--- src/fixed_point_atan2_macros.svh ---
// Assertion macros for the fixed-point arctangent block.
// Included by the top level; the including scope must declare clock and reset.
`ifndef FIXED_POINT_ATAN2_MACROS_SVH
`define FIXED_POINT_ATAN2_MACROS_SVH

// The consequent must hold in the same cycle as the antecedent.
`define FPA_CHECK(label, ante, cons) \
   label: assert property (@(posedge clock) disable iff (reset) (ante) |-> (cons)) \
      else $error("fixed_point_atan2 check failed");

// The consequent must hold in the cycle after the antecedent.
`define FPA_CHECK_NEXT(label, ante, cons) \
   label: assert property (@(posedge clock) disable iff (reset) (ante) |=> (cons)) \
      else $error("fixed_point_atan2 check failed");

`endif

--- src/fpa_pkg.sv ---
// Shared types and constants for the fixed-point arctangent pipeline.
// No dependencies.
package fpa_pkg;

   // Angles, a full turn being 2^24.
   localparam logic [23:0] ANG_ZERO   = 24'h000000;
   localparam logic [23:0] ANG_EIGHTH = 24'h200000;
   localparam logic [23:0] ANG_QUART  = 24'h400000;
   localparam logic [23:0] ANG_FIVE8  = 24'hA00000;
   localparam logic [23:0] ANG_HALF   = 24'h800000;
   localparam logic [23:0] ANG_THREEQ = 24'hC00000;

   // Approximation constants in Q23: base term and slope (177 * 32).
   localparam logic [21:0] KBASE  = 22'd2826110;
   localparam logic [12:0] KSLOPE = 13'd5664;

   // Control that travels alongside each word.
   typedef struct packed {
      logic        valid;
      logic        eq;      // components equal: angle is the base alone
      logic        sub;     // subtract the arctangent from the base
      logic        qneg;    // ratio is negative
      logic [23:0] base;    // rotation or fixed angle
   } fpa_ctl_type;

   // Divider working set: partial remainder, divisor and quotient so far.
   typedef struct packed {
      logic [17:0] rem;
      logic [16:0] den;
      logic [7:0]  quot;
   } fpa_div_type;

endpackage

--- src/fpa_channels.sv ---
// Handshake interfaces for the request and response channels.
// No dependencies.
interface fpa_req_if;
   logic               valid;
   logic               ready;
   logic signed [16:0] y_value;
   logic signed [16:0] x_value;
   modport source (output valid, y_value, x_value, input ready);
   modport sink   (input valid, y_value, x_value, output ready);
endinterface

interface fpa_rsp_if;
   logic        valid;
   logic        ready;
   logic [23:0] angle;
   modport source (output valid, angle, input ready);
   modport sink   (input valid, angle, output ready);
endinterface

--- src/fpa_front.sv ---
// First stage: magnitudes, octant choice, special cases and divider set-up.
// Depends on fpa_pkg.
module fpa_front (
   input  logic                clock,
   input  logic                reset,
   input  logic                enable,
   input  logic                in_valid,
   input  logic signed [16:0]  y_value,
   input  logic signed [16:0]  x_value,
   output fpa_pkg::fpa_ctl_type ctl_out,
   output fpa_pkg::fpa_div_type div_out
);
   import fpa_pkg::*;

   logic [16:0] ay;
   logic [16:0] ax;
   logic        x_wins;
   fpa_ctl_type ctl_in, ctl_ff;
   fpa_div_type div_in, div_ff;

   // Magnitudes; -65536 maps to 65536, which still fits unsigned.
   assign ay = y_value[16] ? unsigned'(~y_value + 17'sd1) : unsigned'(y_value);
   assign ax = x_value[16] ? unsigned'(~x_value + 17'sd1) : unsigned'(x_value);
   assign x_wins = ax > ay;

   // Choose the octant, its rotation and the division operands.
   always_comb begin
      ctl_in.valid = in_valid;
      ctl_in.eq    = (x_value == y_value);
      if (ctl_in.eq) begin
         ctl_in.sub  = 1'b0;
         ctl_in.qneg = 1'b0;
         if (y_value == 17'sd0) begin
            ctl_in.base = ANG_ZERO;
         end else if (y_value[16]) begin
            ctl_in.base = ANG_FIVE8;
         end else begin
            ctl_in.base = ANG_EIGHTH;
         end
         div_in.rem = {1'b0, ay};
         div_in.den = ax;
      end else if (x_wins) begin
         ctl_in.sub  = 1'b0;
         ctl_in.qneg = y_value[16] ^ x_value[16];
         ctl_in.base = x_value[16] ? ANG_HALF : ANG_ZERO;
         div_in.rem  = {1'b0, ay};
         div_in.den  = ax;
      end else begin
         ctl_in.sub  = 1'b1;
         ctl_in.qneg = y_value[16] ^ x_value[16];
         ctl_in.base = y_value[16] ? ANG_THREEQ : ANG_QUART;
         div_in.rem  = {1'b0, ax};
         div_in.den  = ay;
      end
      div_in.quot = 8'd0;
   end

   // Stage register.
   always_ff @(posedge clock) begin
      if (reset) begin
         ctl_ff.valid <= 1'b0;
      end else if (enable) begin
         ctl_ff <= ctl_in;
         div_ff <= div_in;
      end
   end

   assign ctl_out = ctl_ff;
   assign div_out = div_ff;

endmodule

--- src/fpa_div_stage.sv ---
// One divider stage: two restoring steps of the smaller-over-larger ratio.
// Depends on fpa_pkg.
module fpa_div_stage (
   input  logic                clock,
   input  logic                reset,
   input  logic                enable,
   input  fpa_pkg::fpa_ctl_type ctl_in,
   input  fpa_pkg::fpa_div_type div_in,
   output fpa_pkg::fpa_ctl_type ctl_out,
   output fpa_pkg::fpa_div_type div_out
);
   import fpa_pkg::*;

   fpa_ctl_type ctl_ff;
   fpa_div_type div_step_in, div_ff;

   // Each step yields one quotient bit, most significant first. The partial
   // remainder stays below the divisor after a step, so 17 bits hold it
   // before the shift.
   always_comb begin
      logic [17:0] r;
      logic [7:0]  q;
      r = div_in.rem;
      q = div_in.quot;
      for (int i = 0; i < 2; i++) begin
         if (r >= {1'b0, div_in.den}) begin
            r = r - {1'b0, div_in.den};
            q = {q[6:0], 1'b1};
         end else begin
            q = {q[6:0], 1'b0};
         end
         r = {r[16:0], 1'b0};
      end
      div_step_in.rem  = r;
      div_step_in.den  = div_in.den;
      div_step_in.quot = q;
   end

   // Stage register.
   always_ff @(posedge clock) begin
      if (reset) begin
         ctl_ff.valid <= 1'b0;
      end else if (enable) begin
         ctl_ff <= ctl_in;
         div_ff <= div_step_in;
      end
   end

   assign ctl_out = ctl_ff;
   assign div_out = div_ff;

endmodule

--- src/fpa_back.sv ---
// Last two stages: linear arctangent term, product and octant rotation.
// Depends on fpa_pkg.
module fpa_back (
   input  logic                clock,
   input  logic                reset,
   input  logic                enable,
   input  fpa_pkg::fpa_ctl_type ctl_in,
   input  logic [7:0]          quot,
   output logic                out_valid,
   output logic [23:0]         angle
);
   import fpa_pkg::*;

   logic [21:0]        sum;
   logic [9:0]         slope_in, slope_ff;
   logic signed [8:0]  ratio_in, ratio_ff;
   fpa_ctl_type        ctl_ff;
   logic signed [19:0] prod;
   logic [23:0]        turn;
   logic [23:0]        angle_in, angle_ff;
   logic               valid_ff;

   // Corrected slope, base minus the magnitude term, kept to whole 2^-11 steps.
   assign sum      = KBASE - 22'(KSLOPE * quot);
   assign slope_in = sum[21:12];
   assign ratio_in = ctl_in.qneg ? -signed'({1'b0, quot}) : signed'({1'b0, quot});

   always_ff @(posedge clock) begin
      if (reset) begin
         ctl_ff.valid <= 1'b0;
      end else if (enable) begin
         ctl_ff   <= ctl_in;
         slope_ff <= slope_in;
         ratio_ff <= ratio_in;
      end
   end

   // Slope times ratio (q * 32 in Q23), then rotate modulo a full turn.
   assign prod = signed'({1'b0, slope_ff}) * ratio_ff;
   assign turn = {prod[18:0], 5'b00000};

   always_comb begin
      if (ctl_ff.eq) begin
         angle_in = ctl_ff.base;
      end else if (ctl_ff.sub) begin
         angle_in = ctl_ff.base - turn;
      end else begin
         angle_in = ctl_ff.base + turn;
      end
   end

   // Output register, held while the result word waits.
   always_ff @(posedge clock) begin
      if (reset) begin
         valid_ff <= 1'b0;
      end else if (enable) begin
         valid_ff <= ctl_ff.valid;
         angle_ff <= angle_in;
      end
   end

   assign out_valid = valid_ff;
   assign angle     = angle_ff;

endmodule

--- src/fixed_point_atan2.sv ---
// Top level of the fixed-point arctangent pipeline.
// Depends on fpa_pkg, fpa_channels, fpa_front, fpa_div_stage, fpa_back and the macros header.
//
//  channel       dir  word contents
//  req_channel   in   y_value[16:0] signed, x_value[16:0] signed
//  rsp_channel   out  angle[23:0], full turn = 2^24
//
// One word is taken every cycle, barring stalls; each result passes through
// every stage below before it appears on the response channel.
// The pipeline holds the eight restoring division steps, two per stage
// over four stages, plus the set-up stage and two stages of product and rotation.
// Reset is synchronous and clears only the valid bits.
// When a result word is not taken the whole pipeline holds and req ready drops.
module fixed_point_atan2 (
   input logic        clock,
   input logic        reset,
   fpa_req_if.sink    req_channel,
   fpa_rsp_if.source  rsp_channel
);
   import fpa_pkg::*;
   `include "fixed_point_atan2_macros.svh"

   logic        stall;
   logic        enable;
   fpa_ctl_type ctl_chain [0:4];
   fpa_div_type div_chain [0:4];

   // Global hold while the output word waits.
   assign stall             = rsp_channel.valid && !rsp_channel.ready;
   assign enable            = !stall;
   assign req_channel.ready = enable;

   fpa_front u_front (
      .clock    (clock),
      .reset    (reset),
      .enable   (enable),
      .in_valid (req_channel.valid),
      .y_value  (req_channel.y_value),
      .x_value  (req_channel.x_value),
      .ctl_out  (ctl_chain[0]),
      .div_out  (div_chain[0])
   );

   // Four divider stages in a chain.
   for (genvar g = 0; g < 4; g++) begin : g_div
      fpa_div_stage u_div (
         .clock   (clock),
         .reset   (reset),
         .enable  (enable),
         .ctl_in  (ctl_chain[g]),
         .div_in  (div_chain[g]),
         .ctl_out (ctl_chain[g + 1]),
         .div_out (div_chain[g + 1])
      );
   end

   fpa_back u_back (
      .clock     (clock),
      .reset     (reset),
      .enable    (enable),
      .ctl_in    (ctl_chain[4]),
      .quot      (div_chain[4].quot),
      .out_valid (rsp_channel.valid),
      .angle     (rsp_channel.angle)
   );

   // A real division never sees a zero divisor.
   `FPA_CHECK(a_den_nonzero, ctl_chain[0].valid && !ctl_chain[0].eq, div_chain[0].den != 17'd0)
   // The ratio of smaller to larger never exceeds one.
   `FPA_CHECK(a_quot_bound, ctl_chain[4].valid && !ctl_chain[4].eq, div_chain[4].quot <= 8'd128)
   // A stalled output freezes the pipeline behind it.
   `FPA_CHECK_NEXT(a_stall_holds, stall, $stable(div_chain[4]) && $stable(ctl_chain[4]))

endmodule
--- src/flat_wrapper.sv ---
// flat-port wrapper written by rule: the top's interface ports become plain ports
module fixed_point_atan2_flat import fpa_pkg::*;
  (clock, reset, req_channel_valid, req_channel_y_value, req_channel_x_value, req_channel_ready, rsp_channel_valid, rsp_channel_angle, rsp_channel_ready);
  fpa_req_if req_channel_i ();
  fpa_rsp_if rsp_channel_i ();
  input logic clock;
  input logic reset;
  input wire logic [$bits(req_channel_i.valid)-1:0] req_channel_valid;
  input wire logic [$bits(req_channel_i.y_value)-1:0] req_channel_y_value;
  input wire logic [$bits(req_channel_i.x_value)-1:0] req_channel_x_value;
  output wire logic [$bits(req_channel_i.ready)-1:0] req_channel_ready;
  output wire logic [$bits(rsp_channel_i.valid)-1:0] rsp_channel_valid;
  output wire logic [$bits(rsp_channel_i.angle)-1:0] rsp_channel_angle;
  input wire logic [$bits(rsp_channel_i.ready)-1:0] rsp_channel_ready;
  assign req_channel_i.valid = req_channel_valid;
  assign req_channel_i.y_value = req_channel_y_value;
  assign req_channel_i.x_value = req_channel_x_value;
  assign req_channel_ready = req_channel_i.ready;
  assign rsp_channel_valid = rsp_channel_i.valid;
  assign rsp_channel_angle = rsp_channel_i.angle;
  assign rsp_channel_i.ready = rsp_channel_ready;
  fixed_point_atan2 u_core (.clock(clock), .reset(reset), .req_channel(req_channel_i), .rsp_channel(rsp_channel_i));
endmodule
--- config.mk ---
export PLATFORM = sky130hd
export DESIGN_NAME = fixed_point_atan2_flat
export DESIGN_NICKNAME = d
export VERILOG_FILES = /design/src/fpa_pkg.sv /design/src/fpa_channels.sv /design/src/fpa_front.sv /design/src/fpa_div_stage.sv /design/src/fpa_back.sv /design/src/fixed_point_atan2.sv /design/src/flat_wrapper.sv
export VERILOG_INCLUDE_DIRS = /design/src /design/src/src
export SDC_FILE = /design/constraint.sdc
export NUM_CORES = 1
export LEC_CHECK = 0
export BUFFER_PORTS_ARGS = -buffer_cell sky130_fd_sc_hd__buf_2
export CAP_MARGIN = 20
export CORE_ASPECT_RATIO = 0.8
export CORE_MARGIN = 2
export CORE_UTILIZATION = 62
export CTS_CLUSTER_DIAMETER = 200
export DETAILED_ROUTE_END_ITERATION = 6
export PLACE_DENSITY = 0.8
export SYNTH_ARGS = -nofsm -noshare
export SYNTH_HDL_FRONTEND = slang
export SYNTH_SLANG_ARGS = --single-unit
--- constraint.sdc ---
create_clock -name clock -period 31.2 [get_ports clock]
set_input_delay 3.12 -clock clock [delete_from_list [all_inputs] [get_ports clock]]
set_output_delay 3.12 -clock clock [all_outputs]
set_load 0.05 [all_outputs]
==> results by group, run 1 <==
Global routing
  • GRT Total Usage: 26.4%
  • First-pass GRT wire length: 76.2 mm
  • Overflow after GRT: 0
  • Vias in the first global route: between 15000 and 20000
  • Initial antenna violation count: 0
  • Largest net degree at the start of global routing: 82

Worst setup path
  • Max stage delay on crit path: between 500 and 600 ps
  • Worst Path Required: roughly 28000 ps
  • Critical path type: primary input to primary output
  • Worst R2R Setup Slack: 24290 ps
  • CP Cell Sequence: buf_2, nor2b_1, inv_1, buf_2
  • CP Max Fanout: 9
  • CP delay by family, top: buffers and inverters
  • Setup crit end kind: primary output
  • CP max-delay cell: nor2b_1
  • CP bufs+invs: 3
  • Reg2reg start: u_core.u_back.slope_ff[0]
  • Cell mode on critical path: buf_2
  • Reg2reg path depth: 20
  • Startpoint types: primary input
  • RR Endpoint: u_core.u_back.angle[23]
  • Arr. time, crit path: between 4000 and 5000 ps

Placed design
  • Port bufs: 58
  • GPL Wtd Cong: ~0.92
  • Pre-CTS WS: around 24000 ps
  • Final HPWL DP: ~36 mm

Clock network
  • CTS tree: built
  • Clock latency on the worst-skew pair: between 500 and 600 ps
  • CTS H-tree lvls: 1
  • Setup Fix Bufs, Post-CTS: 0
  • Clk slew on worst S/H paths: about 60 ps
  • Hold-fix buffers at CTS: 0
  • Post-cts sizing count: 0
  • CTS Buf Count: 25
  • Clock root buffer master: clkbuf_16
  • Num Clock Sinks: 230
  • Deepest clock path buffer count: 3

Logic synthesis
  • Warnings from Yosys: 0
  • Yosys top cell area share: a little under a third
  • EDFF count, synth: about 220
  • Unique masters post-synth: 98
  • Mapped Cells: about 2100
  • Mean Syn Cell Area: ~10 um^2
  • Flops & latches, synth: between 200 and 250
  • Post-synth ARST share: 0%
  • Mapped Area: ~21000 um^2
  • Top post-synthesis cells by area: edfxtp_1 (32%), ha_1 (15%), fa_1 (6.7%)
  • Register area share after synthesis: 32.5%
  • Top post-synthesis cells by count: ha_1 (249), inv_1 (249), edfxtp_1 (223)
  • Yosys top cell by area: edfxtp_1
  • Top_reg_cell synth: edfxtp_1

Timing
  • Final min period: between 7000 and 8000 ps
  • Worst Skew: 13.4 ps
  • Final setup viols: 0
  • Slew Viols, Final: 0
  • Unrepaired setup endpoints after global routing: no
  • Slew margin rel.: 31.5%
  • Final Hold Viols: 0
  • Tightest Pin Transition: 1030 ps
  • Max Clk Rate: roughly 0.14 GHz
  • Setup ws final: 23810 ps
  • Period utilization: a little under a quarter
  • Fin Setup TNS: 0 ps

Min path
  • HP Start: u_core.g_div[2].u_div.ctl_out[24]
  • Hold Crit Endpoint: u_core.g_div[3].u_div.ctl_out[24]
  • Min-Delay Path Depth: 0
  • Hold Path Class: flop to flop

Routing
  • Post-Route WL: ~47 mm
  • Via Count: between 15000 and 20000
  • Initial DRC Count: between 1000 and 1500
  • Residual DRC: 0
  • Vias/cell: 6.00
  • First-pass DRT Iterations: 6
  • Per-cell routed wire length: ~18 um
  • Antenna-violating nets left: 0

Floorplanning
  • Die footprint: between 30000 and 40000 um^2
  • Row count: 60
  • Initial Util: between 60 and 70%
  • Die X-Extent: ~210 um
  • Die Y-Extent: 169 um
  • Core Area: approximately 34000 um^2
  • I/O pin cnt: 64

Job
  • Maxcap violations: 0

Layout
  • Multi-input gate area: 13100 um^2
  • Reg area: about 7000 um^2
  • # nets final: approximately 2500
  • Ratio of cells with drive above 1 in the final layout: 10.5%
  • # diodes: 0
  • Area Growth Syn to Fin: 7.91%
  • Fill count: 2500

Outcome
  • Status: finished clean
[cells by family (layout without fill, tap and decap cells)]
group / after synthesis / count (layout) / synth area share (%)
simple gates: 516 / 516 / 12.8
xor+xnor: 183 / 183 / 7.62
buf+inv: 293 / 361 / 5.49
other cells: 1 / 5 / 0.0178
flops: 230 / 230 / 32.5
fa+ha+maj: 319 / 319 / 21.5
compound gates: 432 / 432 / 13.7
mux: 125 / 125 / 6.48
[flip-flops by register name, indices dropped and copies added, names as in the netlist]
name,cells
u_core.g_div.u_div.ctl_out,24
u_core.g_div.u_div.div_out,122
u_core.u_back.angle,19
u_core.u_back.ctl_ff,5
u_core.u_back.out_valid,1
u_core.u_back.ratio_ff,9
u_core.u_back.slope_ff,10
u_core.u_front.ctl_out,6
u_core.u_front.div_out,34
[final cells by class]
class | count | area share (%)
Clock buffer | 27 | 2.79
Sequential cell | 230 | 30.1
Multi-Input combinational cell | 1580 | 57.6
Clock inverter | 18 | 1.43
Timing Repair Buffer | 65 | 1.51
Tap cell | 434 | 2.39
Inverter | 251 | 4.15
[worst reg2reg max path: cells and delay by family, from the launching register on]
kind            cells  cell delay, ps
fa+ha+maj           6            2910
compound gates      6            1420
simple gates        3             810
mux                 3             810
flops               1             570
xor+xnor            1             100
buf+inv             1              60
[placed cells by master, fill, tap and decap left out, types with 12 or more instances in the layout]
master,synthesis,final
inv_1,249,249
ha_1,249,249
edfxtp_1,223,223
nand2_1,141,141
a21oi_1,114,114
xnor2_1,107,107
nor2_1,99,98
o21ai_0,88,88
mux2_2,77,77
xor2_1,76,76
fa_1,70,70
buf_2,11,58
and2_1,53,53
a21o_1,52,52
mux2i_1,38,38
nor2b_1,37,37
o21bai_1,27,27
nand4_1,27,27
nand3_1,26,26
clkbuf_16,0,25
nand2b_1,21,21
nor3_1,20,20
a31oi_1,18,18
or3_1,18,18
o21ai_1,16,16
a21boi_0,16,16
o21a_1,13,13
and3_1,12,12
o31ai_1,12,12
[stage by stage]
stage          hold slack [ps]  std cells  instance area, um^2  utilization, %
2_1_floorplan              400       2103                21100               -
3_3_place_gp               401       2560                21800            64.8
3_5_place_dp               405       2560                21800            64.8
4_1_cts                    414       2605                22700            67.7
5_1_grt                    421       2605                22700            67.7
6_report                   416       2605                22700            67.7
[worst max-delay path by stage]
stage,start,endpoint,cells after the start
3_3_place_gp,req_channel_y_value[2],u_core.u_front.div_out[40],14
6_report,rsp_channel_ready,req_channel_ready,4
3_5_place_dp,req_channel_y_value[2],u_core.u_front.div_out[40],14
2_1_floorplan,rsp_channel_ready,u_core.g_div[0].u_div.ctl_out[21],3
4_1_cts,rsp_channel_ready,req_channel_ready,4
5_1_grt,rsp_channel_ready,req_channel_ready,4
[metal layers]
layer  vias to the layer above  GRT usage, %  wire, um
li1                       7546             -         -
met1                      7544          38.1     21500
met2                       467          42.4     21300
met3                        65          3.77      2980
met4                         0          6.07       882
met5                         -             0         0
Power of run 1 is not shown: default switching activity piles up to over one toggle a cycle in this logic, so the estimate is an artifact.
==> inputs of run 2 (changes only) <==
- CORE_UTILIZATION: 62 -> 58
- PLACE_DENSITY: 0.8 -> 0.79
- clock period: 31.2 -> 6.2 ns (I/O delays scaled with it)
==> run 2 against run 1 <==
The flow now finishes with violations (negative setup slack). Global-route usage down 0.70 points. Sequential share of layout area fell by 1.5 points. Wire length up 4.0%. Hold slack got worse by 92 ps. Via count is 3.0% higher. Critical path depth increased by 20. Setup slack got worse by 24000 ps. Non-clock buffer count increased by 126. Critical endpoint is now u_core.u_back.angle[20]. Largest cell class unchanged.
==> results by group, run 2 (same netlist as run 1, synthesis figures left out) <==
Clock network
  • CTS tree: built
  • Clock latency on the worst-skew pair: 540 ps (about the same)
  • Num Clock Sinks: 230 (unchanged)
  • Clock root buffer master: clkbuf_16
  • CTS Buf Count: 26 (+4.0%)
  • Clk slew on worst S/H paths: 60 ps (about the same)
  • Hold-fix buffers at CTS: 0 (unchanged)
  • Deepest clock path buffer count: 3 (unchanged)
  • CTS H-tree lvls: 1 (unchanged)

Floorplanning
  • Core Area: 35800 um^2 (+6.8%)
  • Die Y-Extent: 174 um (+3.3%)
  • Row count: 62 (+3.3%)
  • Die X-Extent: 217 um (+3.3%)
  • Initial Util: 58.7% (-4.0 points)
  • Die footprint: 37800 um^2 (+6.7%)
  • I/O pin cnt: 64 (unchanged)

Layout
  • Ratio of cells with drive above 1 in the final layout: 16.8% (+6.3 points)
  • Post-Layout Inst Area: 23900 um^2 (+5.1%)
  • # diodes: 0 (unchanged)
  • Most frequent cells in the layout: inv_1 (246), ha_1 (243), edfxtp_1 (223)
  • # nets final: 2637 (+5.1%)
  • Commonest non-fill, non-tap cell in the layout: inv_1
  • Max reg flops: 122 (unchanged)
  • Area Growth Syn to Fin: 13.4%

Timing
  • Period utilization: 102%
  • Slew margin rel.: 29.0% (-2.5 points)
  • Final setup viols: 3 (+3)
  • Final min period: roughly 6300 ps
  • Tightest Pin Transition: 1060 ps (+37.2 ps)
  • Slew Viols, Final: 0 (unchanged)
  • Max Clk Rate: 0.158 GHz
  • Unrepaired setup endpoints after global routing: yes
  • Setup ws final: -132 ps (-23950 ps)
  • Final Hold Viols: 0 (unchanged)
  • Worst Skew: 11.9 ps (-1.48 ps)
  • Hold slack: 324 ps (-91.7 ps)

Routing
  • Vias/cell: 5.80 (-3.3%)
  • Per-cell routed wire length: 17.5 um (-2.4%)
  • Via Count: 16100 (+3.0%)
  • Residual DRC: 0 (unchanged)
  • Antenna-violating nets left: 0 (unchanged)
  • Post-Route WL: 48.5 mm (+4.0%)
  • First-pass DRT Iterations: 5 (-1)
  • Initial DRC Count: 1113 (-5.5%)

Global routing
  • Met2 Track Usage GR: 40.9% (-1.5 points)
  • Vias in the first global route: 16000 (+4.6%)
  • GRT Total Usage: 25.7% (-0.70 points)
  • Initial antenna violation count: 0 (unchanged)
  • First-pass GRT wire length: 79.7 mm (+4.6%)
  • GR Layer Usage met1: 37.6% (-0.48 points)
  • Grt met3 use: 3.32% (-0.44 points)
  • Most Used Layer, Global Route: met2
  • Largest net degree at the start of global routing: 75 (-8.5%)
  • Overflow after GRT: 0 (unchanged)

Placed design
  • Port bufs: 58 (unchanged)
  • Final HPWL DP: 37.9 mm (+4.8%)
  • GPL Wtd Cong: 0.934 (+1.4%)
  • Placed cell area: 22600 um^2 (+4.0%)

Min path
  • Hold Path Class: primary input to flop

Outcome
  • Failing checks: negative setup slack
  • Status: finished, violations left

Worst setup path
  • Worst Path Required: 6470 ps (-21610 ps)
  • CP Max Fanout: 4 (-5)
  • CP max-delay cell: fa_1
  • CP delay by family, top: adder cells
  • CP Cell Sequence: nand2_2, fa_1, inv_1, fa_1, fa_1, fa_1, fa_1, ha_4, o211a_1, o31a_1, or3_4, a221oi_4, buf_4, buf_4, buf_4, a21oi_2, xor2_2, nand4_2, nor3_4, buf_4, mux2i_1, o22ai_1, xnor2_1, nor2_1
  • Arr. time, crit path: 6600 ps (+2330 ps)
  • Cell mode on critical path: fa_1
  • Startpoint types: flop
  • Critical path type: flop to flop
  • CP bufs+invs: 5 (+2)
  • Setup crit end kind: flop
  • Max stage delay on crit path: 570 ps (+60 ps)

Job
  • Maxcap violations: 0 (unchanged)
-- run 2: stage by stage --
step / cells / worst slack [ps] / setup TNS (ps) / utilization [%]
finish: 2777 / -132 / -365 / 66.6
global route: 2777 / -376 / -1350 / 66.6
detailed placement: 2711 / -284 / -726 / 63.2
CTS: 2763 / -140 / -257 / 65.9
floorplan: 2103 / 2.10 / 0 / -
global placement: 2711 / -169 / -276 / 63.2
-- run 2: final timing paths --
| path | from | to | slack [ps] | depth (start not counted) |
|---|---|---|---|---|
| worst max register to register | u_core.u_back.ratio_ff[2] | u_core.u_back.angle[20] | -130 | 24 |
| worst max-delay path | u_core.u_back.ratio_ff[2] | u_core.u_back.angle[20] | -130 | 24 |
| worst min register to register | u_core.g_div[2].u_div.div_out[3] | u_core.g_div[3].u_div.div_out[5] | 420 | 0 |
| worst min-delay path | req_channel_valid | u_core.u_front.ctl_out[27] | 320 | 3 |
-- run 2: timing repair --
item	in CTS	in global routing
pin swaps	8	14
setup endpoints to repair	18	55
gates cloned	0	0
gates resized for setup	17	37
buffers inserted	7	14
-- run 2: metal layers --
layer / part of all wire, % / wire (um)
met4: 1.9 / 938
met1: 47 / 22700
met2: 46 / 22300
met3: 5.2 / 2530
met5: 0 / 0
-- run 2: layout make-up --
cell class                 count  area (um^2)
clock inverter                15          183
inverter                     251          947
multi-input combinational   1580        13300
tap                          480          601
sequential                   230         6840
fill                        2790        12000
timing repair buffer         191         1320
clock buffer                  30          687
-- run 2: tightest hold or removal path, cell delays in order --
cell	delay [ps]
buf_2	90
nand2_1	40
a21oi_1	60
Power of run 2 is left out for the same reason.
